## config.mk

```make
export PLATFORM = sky130hd
export DESIGN_NAME = keyed_parent_table
export DESIGN_NICKNAME = d
export VERILOG_FILES = /design/src/rtl/kpt_pkg.sv /design/src/rtl/keyed_parent_table.sv
export SDC_FILE = /design/constraint.sdc
export NUM_CORES = 2
export LEC_CHECK = 0
export ABC_AREA = 1
export BUFFER_PORTS_ARGS = -buffer_cell sky130_fd_sc_hd__buf_4
export CAP_MARGIN = 15
export CORE_MARGIN = 5
export CORE_UTILIZATION = 54
export CTS_CLUSTER_DIAMETER = 200
export DETAILED_ROUTE_END_ITERATION = 6
export GPL_ROUTABILITY_DRIVEN = 0
export HOLD_SLACK_MARGIN = 0.03
export PLACE_DENSITY = 0.74
export SYNTH_ARGS = -nofsm -noshare
export SYNTH_HDL_FRONTEND = slang
export SYNTH_SLANG_ARGS = --single-unit
```

## constraint.sdc

```tcl
create_clock -name clock -period 6.4 [get_ports clock]
set_clock_uncertainty 0.2 [all_clocks]
set_input_delay 1.6 -clock clock [delete_from_list [all_inputs] [get_ports clock]]
set_output_delay 1.6 -clock clock [all_outputs]
set_load 0.05 [all_outputs]
```

## src/rtl/kpt_pkg.sv

```systemverilog
// ----------------------------------------------------------------------------
// Keyed parent table package
// Shared sizes, request and status codes, and the stored entry layout.
// ----------------------------------------------------------------------------
package kpt_pkg;

   localparam int TABLE_DEPTH = 16;
   localparam int IDX_W       = (TABLE_DEPTH > 1) ? $clog2(TABLE_DEPTH) : 1;
   localparam int CNT_W       = $clog2(TABLE_DEPTH + 1);
   localparam int DATA_W      = 32;
   localparam int ACTION_W    = 2;
   localparam int STATUS_W    = 3;

   localparam logic [ACTION_W-1:0] ACT_ADD    = 2'd0;
   localparam logic [ACTION_W-1:0] ACT_FIND   = 2'd1;
   localparam logic [ACTION_W-1:0] ACT_DELETE = 2'd2;

   localparam logic [STATUS_W-1:0] ST_OK       = 3'd0;
   localparam logic [STATUS_W-1:0] ST_FULL     = 3'd1;
   localparam logic [STATUS_W-1:0] ST_ZERO     = 3'd2;
   localparam logic [STATUS_W-1:0] ST_DUP      = 3'd3;
   localparam logic [STATUS_W-1:0] ST_NOPARENT = 3'd4;
   localparam logic [STATUS_W-1:0] ST_EMPTY    = 3'd5;
   localparam logic [STATUS_W-1:0] ST_NOTFOUND = 3'd6;

   typedef struct packed {
      logic signed [DATA_W-1:0] key;
      logic signed [DATA_W-1:0] parent;
      logic        [DATA_W-1:0] payload;
   } entry_type;

endpackage

```

## src/rtl/keyed_parent_table.sv

```systemverilog
// ----------------------------------------------------------------------------
// Keyed parent table
// Add and find scan the stored entries with one read per cycle from the single
// entry memory; a successful delete scans them again after the last entry moves.
// One request is in work at a time; the table holds up to 16 entries.
// Reset empties the table at once; no clearing pass is run.
// ----------------------------------------------------------------------------
module keyed_parent_table (
   input  logic                                 clock,
   input  logic                                 reset,
   input  logic                                 req_valid,
   output logic                                 req_ready,
   input  logic [kpt_pkg::ACTION_W-1:0]         req_action,
   input  logic signed [kpt_pkg::DATA_W-1:0]    req_key,
   input  logic signed [kpt_pkg::DATA_W-1:0]    req_parent_key,
   input  logic [kpt_pkg::DATA_W-1:0]           req_payload,
   output logic                                 rsp_valid,
   input  logic                                 rsp_ready,
   output logic [kpt_pkg::STATUS_W-1:0]         rsp_status,
   output logic                                 rsp_found,
   output logic signed [kpt_pkg::DATA_W-1:0]    rsp_found_parent,
   output logic [kpt_pkg::DATA_W-1:0]           rsp_found_payload,
   output logic [kpt_pkg::CNT_W-1:0]            rsp_entry_count
);
   import kpt_pkg::*;

   localparam logic [2:0] S_IDLE    = 3'd0;
   localparam logic [2:0] S_SCAN    = 3'd1;
   localparam logic [2:0] S_DECIDE  = 3'd2;
   localparam logic [2:0] S_MOVE_RD = 3'd3;
   localparam logic [2:0] S_MOVE_WR = 3'd4;
   localparam logic [2:0] S_CLEAR   = 3'd5;
   localparam logic [2:0] S_DONE    = 3'd6;

   entry_type mem [TABLE_DEPTH];
   entry_type rd_data_ff;
   logic [IDX_W-1:0] mem_raddr;
   logic [IDX_W-1:0] mem_waddr;
   entry_type mem_wdata;
   logic mem_we;

   logic [2:0] state_ff, state_in;
   logic [ACTION_W-1:0] act_ff, act_in;
   logic signed [DATA_W-1:0] key_ff, key_in;
   logic signed [DATA_W-1:0] par_ff, par_in;
   logic [DATA_W-1:0] pay_ff, pay_in;
   logic [CNT_W-1:0] count_ff, count_in;
   logic [CNT_W-1:0] issue_ff, issue_in;
   logic rd_vld_ff, rd_vld_in;
   logic [IDX_W-1:0] rd_idx_ff, rd_idx_in;
   logic hit_ff, hit_in;
   logic [IDX_W-1:0] hit_idx_ff, hit_idx_in;
   logic par_hit_ff, par_hit_in;
   logic signed [DATA_W-1:0] fpar_ff, fpar_in;
   logic [DATA_W-1:0] fpay_ff, fpay_in;
   logic [STATUS_W-1:0] status_ff, status_in;
   logic [CNT_W-1:0] last_cnt;

   logic rsp_valid_ff, rsp_valid_in;
   logic [STATUS_W-1:0] rsp_status_ff, rsp_status_in;
   logic rsp_found_ff, rsp_found_in;
   logic signed [DATA_W-1:0] rsp_par_ff, rsp_par_in;
   logic [DATA_W-1:0] rsp_pay_ff, rsp_pay_in;
   logic [CNT_W-1:0] rsp_cnt_ff, rsp_cnt_in;

   // Entry memory: one write and one registered read per cycle.
   always_ff @(posedge clock) begin
      if (mem_we) begin
         mem[mem_waddr] <= mem_wdata;
      end
      rd_data_ff <= mem[mem_raddr];
   end

   assign req_ready = (state_ff == S_IDLE);
   assign last_cnt  = count_ff - CNT_W'(1);

   always_comb begin
      state_in      = state_ff;
      act_in        = act_ff;
      key_in        = key_ff;
      par_in        = par_ff;
      pay_in        = pay_ff;
      count_in      = count_ff;
      issue_in      = issue_ff;
      rd_vld_in     = 1'b0;
      rd_idx_in     = rd_idx_ff;
      hit_in        = hit_ff;
      hit_idx_in    = hit_idx_ff;
      par_hit_in    = par_hit_ff;
      fpar_in       = fpar_ff;
      fpay_in       = fpay_ff;
      status_in     = status_ff;
      rsp_valid_in  = rsp_valid_ff;
      rsp_status_in = rsp_status_ff;
      rsp_found_in  = rsp_found_ff;
      rsp_par_in    = rsp_par_ff;
      rsp_pay_in    = rsp_pay_ff;
      rsp_cnt_in    = rsp_cnt_ff;
      mem_raddr     = issue_ff[IDX_W-1:0];
      mem_waddr     = rd_idx_ff;
      mem_wdata     = rd_data_ff;
      mem_we        = 1'b0;

      if (rsp_valid_ff && rsp_ready) begin
         rsp_valid_in = 1'b0;
      end

      unique case (state_ff)
         S_IDLE: begin
            if (req_valid) begin
               act_in     = req_action;
               key_in     = req_key;
               par_in     = req_parent_key;
               pay_in     = req_payload;
               issue_in   = '0;
               hit_in     = 1'b0;
               par_hit_in = 1'b0;
               status_in  = ST_OK;
               state_in   = S_SCAN;
               // Checks that need no table lookup finish right away.
               case (req_action)
                  ACT_ADD: begin
                     if (count_ff >= CNT_W'(TABLE_DEPTH)) begin
                        status_in = ST_FULL;
                        state_in  = S_DONE;
                     end else if (req_key == '0) begin
                        status_in = ST_ZERO;
                        state_in  = S_DONE;
                     end
                  end
                  ACT_FIND: begin
                     if (req_key == '0) begin
                        status_in = ST_ZERO;
                        state_in  = S_DONE;
                     end
                  end
                  ACT_DELETE: begin
                     if (count_ff == '0) begin
                        status_in = ST_EMPTY;
                        state_in  = S_DONE;
                     end else if (req_key == '0) begin
                        status_in = ST_ZERO;
                        state_in  = S_DONE;
                     end
                  end
                  default: state_in = S_DONE;
               endcase
            end
         end
         S_SCAN: begin
            if (rd_vld_ff) begin
               if (rd_data_ff.key == key_ff) begin
                  hit_in     = 1'b1;
                  hit_idx_in = rd_idx_ff;
                  fpar_in    = rd_data_ff.parent;
                  fpay_in    = rd_data_ff.payload;
               end
               if (rd_data_ff.key == par_ff) begin
                  par_hit_in = 1'b1;
               end
            end
            if (issue_ff < count_ff) begin
               rd_vld_in = 1'b1;
               rd_idx_in = issue_ff[IDX_W-1:0];
               issue_in  = issue_ff + CNT_W'(1);
            end else if (!rd_vld_ff) begin
               state_in = S_DECIDE;
            end
         end
         S_DECIDE: begin
            state_in = S_DONE;
            case (act_ff)
               ACT_ADD: begin
                  if (hit_ff) begin
                     status_in = ST_DUP;
                  end else if (par_ff != '0 && !par_hit_ff) begin
                     status_in = ST_NOPARENT;
                  end else begin
                     mem_we            = 1'b1;
                     mem_waddr         = count_ff[IDX_W-1:0];
                     mem_wdata.key     = key_ff;
                     mem_wdata.parent  = par_ff;
                     mem_wdata.payload = pay_ff;
                     count_in          = count_ff + CNT_W'(1);
                  end
               end
               ACT_DELETE: begin
                  if (!hit_ff) begin
                     status_in = ST_NOTFOUND;
                  end else begin
                     state_in = S_MOVE_RD;
                  end
               end
               default: ;
            endcase
         end
         S_MOVE_RD: begin
            mem_raddr = last_cnt[IDX_W-1:0];
            state_in  = S_MOVE_WR;
         end
         S_MOVE_WR: begin
            // The last entry fills the freed slot; then links to the key are cut.
            mem_we    = 1'b1;
            mem_waddr = hit_idx_ff;
            mem_wdata = rd_data_ff;
            count_in  = last_cnt;
            issue_in  = '0;
            state_in  = S_CLEAR;
         end
         S_CLEAR: begin
            if (rd_vld_ff && rd_data_ff.parent == key_ff) begin
               mem_we           = 1'b1;
               mem_waddr        = rd_idx_ff;
               mem_wdata        = rd_data_ff;
               mem_wdata.parent = '0;
            end
            if (issue_ff < count_ff) begin
               rd_vld_in = 1'b1;
               rd_idx_in = issue_ff[IDX_W-1:0];
               issue_in  = issue_ff + CNT_W'(1);
            end else if (!rd_vld_ff) begin
               state_in = S_DONE;
            end
         end
         S_DONE: begin
            if (!rsp_valid_ff || rsp_ready) begin
               rsp_valid_in  = 1'b1;
               rsp_status_in = status_ff;
               rsp_cnt_in    = count_ff;
               if (act_ff == ACT_FIND && status_ff == ST_OK && hit_ff) begin
                  rsp_found_in = 1'b1;
                  rsp_par_in   = fpar_ff;
                  rsp_pay_in   = fpay_ff;
               end else begin
                  rsp_found_in = 1'b0;
                  rsp_par_in   = '0;
                  rsp_pay_in   = '0;
               end
               state_in = S_IDLE;
            end
         end
         default: state_in = S_IDLE;
      endcase
   end

   always_ff @(posedge clock) begin
      if (reset) begin
         state_ff     <= S_IDLE;
         count_ff     <= '0;
         rd_vld_ff    <= 1'b0;
         rsp_valid_ff <= 1'b0;
      end else begin
         state_ff     <= state_in;
         count_ff     <= count_in;
         rd_vld_ff    <= rd_vld_in;
         rsp_valid_ff <= rsp_valid_in;
      end
   end

   always_ff @(posedge clock) begin
      act_ff        <= act_in;
      key_ff        <= key_in;
      par_ff        <= par_in;
      pay_ff        <= pay_in;
      issue_ff      <= issue_in;
      rd_idx_ff     <= rd_idx_in;
      hit_ff        <= hit_in;
      hit_idx_ff    <= hit_idx_in;
      par_hit_ff    <= par_hit_in;
      fpar_ff       <= fpar_in;
      fpay_ff       <= fpay_in;
      status_ff     <= status_in;
      rsp_status_ff <= rsp_status_in;
      rsp_found_ff  <= rsp_found_in;
      rsp_par_ff    <= rsp_par_in;
      rsp_pay_ff    <= rsp_pay_in;
      rsp_cnt_ff    <= rsp_cnt_in;
   end

   assign rsp_valid         = rsp_valid_ff;
   assign rsp_status        = rsp_status_ff;
   assign rsp_found         = rsp_found_ff;
   assign rsp_found_parent  = rsp_par_ff;
   assign rsp_found_payload = rsp_pay_ff;
   assign rsp_entry_count   = rsp_cnt_ff;

endmodule

```

# After elaboration in Yosys (flattened, before gate mapping)
# Memories as Yosys holds them, arrays and structs flattened. A register that Yosys moved wholly into a read port is not among the register bits.
# Index checks and enable logic that the tools add are counted.
dict set report word_totals {
  ramBits 1536
  regBits 263
  memories 1
  inputBits 102
  out_inout_bits 75
  wordCells 147
}
# memory words word_bits read_ports rd_clocked_by_memory_dff wr line_no
set memory_table {}
lappend memory_table {mem 16 96 1 1 1 keyed_parent_table.sv:35} ;# entry_type mem [TABLE_DEPTH];
dict set report op_classes {
  reduce_logical 31
  n_addsub 3
  bitwise_logic 1
  order_cmp 2
  n_mux 59
  eq_ne 29
}
# op count
set ops {}
lappend ops {{96-bit 2-to-1 mux} 3}
lappend ops {{96-bit case mux with 2 select lines} 1}
lappend ops {{32-bit == test} 3}
lappend ops {{64-bit 2-to-1 mux} 1}
lappend ops {{3-bit 2-to-1 mux} 16}
lappend ops {{32-bit logical NOT} 1}
lappend ops {{32-bit nonzero test} 1}
lappend ops {{5-bit 2-to-1 mux} 5}
lappend ops {{2-bit inequality test (second input constant)} 11}
lappend ops {{3-bit case mux with 7 select lines} 1}
lappend ops {{3-bit case mux with 3 select lines} 2}
lappend ops {{1-bit 2-to-1 mux} 16}
lappend ops {{4-bit 2-to-1 mux} 4}
lappend ops {{5-bit case mux with 3 select lines} 1}
lappend ops {{3-bit case mux with 2 select lines} 2}
lappend ops {{4-bit AND reduction} 3}
lappend ops {{5-bit by 1-bit adder with 5-bit output (second input constant)} 2}
lappend ops {{5-bit case mux with 2 select lines} 1}
lappend ops {{3-bit == test (second input constant)} 3}
lappend ops {{4-bit case mux with 2 select lines} 1}
lappend ops {{3-bit by 2-bit == test with 1-bit output (second input constant)} 2}
lappend ops {{3-bit logical NOT} 2}
lappend ops {{2-bit AND reduction} 3}
lappend ops {{3-bit AND reduction} 2}
lappend ops {{24 further kinds} 38}

# Longest topological paths before layout
dict set report logic_depth {
  ltp_word 8
  depth_mapped 14
  ltp_nobuf 14
}

# Worst setup path before layout
# No wires, ideal clock.
dict set report synth_timing {
  path_type {input to register}
  start {in req_valid}
  end {reg hit_ff, enable pin}
  path_stages 4
  slack_ps -301
  n_path_buf 0
  setup_time_ps 316
  arrival_ps 6185
  required_ps 5884
  path_cell_list {inv_1 > nor2_1 > inv_1 > o21ai_0}
}
dict set report synth_via {
  elab_chain_len 2
}
# item line_no
set synth_rtl {}
lappend synth_rtl {{start: declaration} keyed_parent_table.sv:11} ;# input logic req_valid,
lappend synth_rtl {{2-bit inequality test (no source line)} -}
lappend synth_rtl {{4-bit AND reduction (no source line)} -}
lappend synth_rtl {{end signal: assignment} keyed_parent_table.sv:267} ;# hit_ff <= hit_in;
lappend synth_rtl {{end: declaration} keyed_parent_table.sv:51} ;# logic hit_ff, hit_in;
# Every way passes these cells.
# A chain may end at the register's enable or synchronous reset.

# Worst setup path after layout
dict set report layout_timing {
  start {reg par_ff[4]}
  end {mem mem[4][10] (netlist bit), enable pin}
}
dict set report layout_via {
  elab_chain_len 8
  elab_cells_between_ends 12
  cone_classes {mux (10); reduce/logical (2)}
}
# item line_no
set layout_rtl {}
lappend layout_rtl {{start: declaration} keyed_parent_table.sv:45} ;# logic signed [DATA_W-1:0] par_ff, par_in;
lappend layout_rtl {{start signal: assignment} keyed_parent_table.sv:263} ;# par_ff <= par_in;
lappend layout_rtl {{32-bit nonzero test (*)} keyed_parent_table.sv:176} ;# end else if (par_ff != '0 && !par_hit_ff) begin
lappend layout_rtl {{1-bit logical AND (*)} keyed_parent_table.sv:176}
lappend layout_rtl {{1-bit 2-to-1 mux} keyed_parent_table.sv:176}
lappend layout_rtl {{1-bit 2-to-1 mux} keyed_parent_table.sv:174} ;# if (hit_ff) begin
lappend layout_rtl {{1-bit 2-to-1 mux} keyed_parent_table.sv:172} ;# case (act_ff)
lappend layout_rtl {{1-bit case mux with 3 select lines} keyed_parent_table.sv:108} ;# unique case (state_ff)
lappend layout_rtl {{1-bit 2-to-1 mux} keyed_parent_table.sv:68} ;# if (mem_we) begin
lappend layout_rtl {{1-bit 2-to-1 mux (implied by the code)} keyed_parent_table.sv:69} ;# mem[mem_waddr] <= mem_wdata;
lappend layout_rtl {{end: declaration} keyed_parent_table.sv:35}
# Mark *: on every way between the ends. The rest lies on a longest branch, timed or not.

==> summary.txt <==
Timing
  – Final period utilization: 0.6903
  – Setup violators final: 0
  – Min Hold Slack: between 200 and 250 ps
  – Relative slew slack: 0.1859
  – Slew Viols, Final: 0
  – Max Freq: approximately 230 MHz
  – RSZ-0062 raised after global routing: false
  – Final hold vios: 0
  – Minimum clock period: approximately 4400 ps
  – Slew @ Worst Pin: ~1200 ps

GRT
  – GRT met1 Usage: 0.3891
  – First-pass GRT wire length: 289500 um
  – Largest net degree at the start of global routing: approximately 200
  – Vias in the first global route: ~45000
  – Initial antenna violation count: 10
  – GRT overflow: 0
  – Gr busiest metal: met2
  – Met2 usage: 0.4088
  – All-Layer GR Usage: 0.2718
  – Met3 GRT Util: 0.06471

Synthesis
  – Main synth FF type: edfxtp_1
  – Seq cells post-synth: approximately 1900
  – Post-synth EDFFs: roughly 1800
  – Average size of a mapped cell: 13.26 sq um
  – Cells after Synth: around 5500
  – Synth Net Count: around 5700
  – Post-synth ARST share: 0
  – Synthesis Warnings: 0
  – Seq/Total Area, Yosys: 0.7589
  – Count of different cell masters after synthesis: 40
  – Area of the mapped netlist: approximately 0.074 sq mm

Clock network
  – Post-CTS Setup Bufs: 0
  – Root Buffer: clkbuf_16
  – Sink Count: 1895
  – Clk_lat worst skew: ~840 ps
  – Max clock buf depth: 3
  – Clock-pin slew on the worst setup and hold paths: 60 ps
  – Hold_buf cts: 0
  – CTS resizes: 0
  – CTS H-Tree Depth: 4
  – TritonCTS buffer count: between 150 and 200
  – CTS tree: built

Routing
  – Via density: ~6.2
  – Vias: around 48000
  – Routed wire length: about 200000 um
  – Drt pass-1 iters: 6
  – WL/cell: 25.91 um
  – Number of DRC markers in iteration 0: between 6000 and 7000
  – DRC viols: 0
  – DRT antenna net count: 0

Final layout
  – Share of layout cells above drive strength 1: 0.1034
  – Layout Nets: between 5000 and 6000
  – Area grow syn2layout: 12.73%

Run
  – Max-Cap Viols: 0

Worst setup path
  – CP max-delay cell: buf_4
  – Crit path DAT: 4640 ps
  – CP top delay family: simple AND/OR/NAND/NOR gates
  – Crit path capture type: register
  – CP max stage delay: 870 ps
  – CP most frequent cell: nor2_1
  – Critical-path cell list: nor2_1, nand2_1, nor2_1, nand2_1, o21ai_2, nand3_4, nand2_2, nor2_1, nor2_1, nand3_1, nor2_4, buf_4
  – Setup CP Type: reg2reg
  – Startpoint type of the worst setup path: register
  – Data required, critical path: about 6600 ps
  – Worst Path Buf+Inv: 1
  – CP Max Fanout: between 50 and 60

Place
  – Port Buffer Count: ~180
  – DP Wirelength: 109000 um

Floorplanning
  – Die width: between 300 and 400 um
  – Rows: around 140
  – Die area: 0.1437 sq mm
  – Core Area: 0.1355 sq mm
  – Die Y: approximately 380 um
  – Ports: between 150 and 200
  – Starting Density: 0.5432

Pwr
  – Maximum vdd drop: 0.3662 mV
  – Final Total Pwr: between 40 and 50 mW
  – Leak Pwr: approximately 28 nW
  – PwrDens: roughly 480 mW/mm^2

Hold path
  – Worst Hold Class: reg2reg

Status
  – Outcome: complete, no violations
[routing by layer]
layer	wire length (um)	vias up
li1	-	20750
met1	75880	23410
met2	89030	3041
met3	25000	430
met4	7766	2
met5	13	-
[cells by family (layout without fill, tap and decap cells)]
group / after synthesis / after routing / share of synthesized area
AO/OA/AOI/OAI: 1438 / 1438 / 0.1166
XOR/XNOR: 61 / 61 / 0.007261
adder cells (fa/ha/maj): 8 / 8 / 0.001360
buffers and inverters: 531 / 826 / 0.03008
flip-flops: 1895 / 1895 / 0.7589
other: 0 / 5 / 0
AND/OR/NAND/NOR: 1616 / 1616 / 0.08577
[cells in the mapped netlist (31+ instances only)]
cell         n  area share
edfxtp_1  1789        0.73
nor2_1    1071       0.055
o21ai_0    708       0.048
nand2_1    398       0.020
o211ai_1   240       0.024
clkbuf_1   186      0.0095
inv_1      175      0.0089
o21ai_1    149       0.010
o221ai_1   149       0.018
buf_2      134      0.0091
o22ai_1    122       0.010
dfxtp_1    106       0.029
nand3_1    105      0.0071
a21oi_1     49      0.0033
xnor2_1     31      0.0037
[worst register-to-register path, stage by stage, from the launching register on]
cell	delay, ps
edfxtp_1	430
nor2_1	150
nand2_1	70
nor2_1	170
nand2_1	110
o21ai_2	400
nand3_4	320
nand2_2	280
nor2_1	60
nor2_1	150
nand3_1	340
nor2_4	410
buf_4	880
[per-stage QoR]
stage | setup slack (ps) | instances | util | setup TNS [ps] | instance area, sq um
2_1_floorplan | -62.95 | 5549 | - | -79840 | 73580
4_1_cts | 1912 | 7614 | 0.6112 | 0 | 82800
5_1_grt | 1879 | 7625 | 0.6122 | 0 | 82930
3_5_place_dp | 2006 | 7270 | 0.5682 | 0 | 76970
6_report | 1982 | 7630 | 0.6123 | 0 | 82950
3_3_place_gp | 2015 | 7268 | 0.5680 | 0 | 76950
[registers in the layout, indices dropped and copies added (netlist names), 4 cells and up]
signal	cells
rd_idx_ff	4
key_ff	32
count_ff	5
rd_data_ff	96
fpay_ff	32
mem	1536
rsp_found_parent	32
pay_ff	32
issue_ff	5
rsp_entry_count	5
rsp_found_payload	32
fpar_ff	32
hit_idx_ff	4
par_ff	32
[cell usage in the layout, fill, tap and decap left out, types with 5 or more instances in the layout]
cell and instances:
nor2_1 1052, clkbuf_16 185, nand2_1 397, diode_2 5, nor3_1 6, xor2_1 30, o221ai_1 149, a21oi_1 49
bufinv_16 8, buf_4 266, o21ai_1 177, inv_6 7, xnor2_1 31, o211ai_1 240, buf_12 26, inv_1 175
clkinv_2 32, ha_1 8, nand3_1 104, nor2_4 19, nand4_1 12, clkinv_1 28, or2_2 8, edfxtp_1 1789
dfxtp_1 106, clkbuf_8 18, clkbuf_1 58, nor4_1 9, o22ai_1 122, o21ai_0 679
[final timing paths]
| check | startpoint | to | slack (ps) | cells past startpoint |
|---|---|---|---|---|
| setup / recovery | par_ff[4] | mem[4][10] | 1980 | 12 |
| hold / removal | rd_data_ff[27] | fpay_ff[27] | 230 | 0 |
| setup reg to reg | par_ff[4] | mem[4][10] | 1980 | 12 |
| hold reg to reg | rd_data_ff[27] | fpay_ff[27] | 230 | 0 |
[layout make-up]
| class | instances | area, sq um |
|---|---|---|
| Clock inverter | 85 | 758.2 |
| Clock buffer | 259 | 5067 |
| Multi-Input combinational cell | 3123 | 15700 |
| Inverter | 183 | 718.2 |
| Timing Repair Buffer | 299 | 2618 |
| Antenna cell | 5 | 12.51 |
| Tap cell | 1781 | 2228 |
| Sequential cell | 1895 | 55840 |
| Fill cell | 9840 | 52520 |
[power by group]
group,switching [mW],internal (mW),leakage (nW),total (mW)
sequential,1.05,16.5,17.1,17.6
clock,4.58,5.87,2.85,10.5
combinational,9.01,3.18,7.86,12.2
Note: power is estimated with default switching activity, not from simulation.
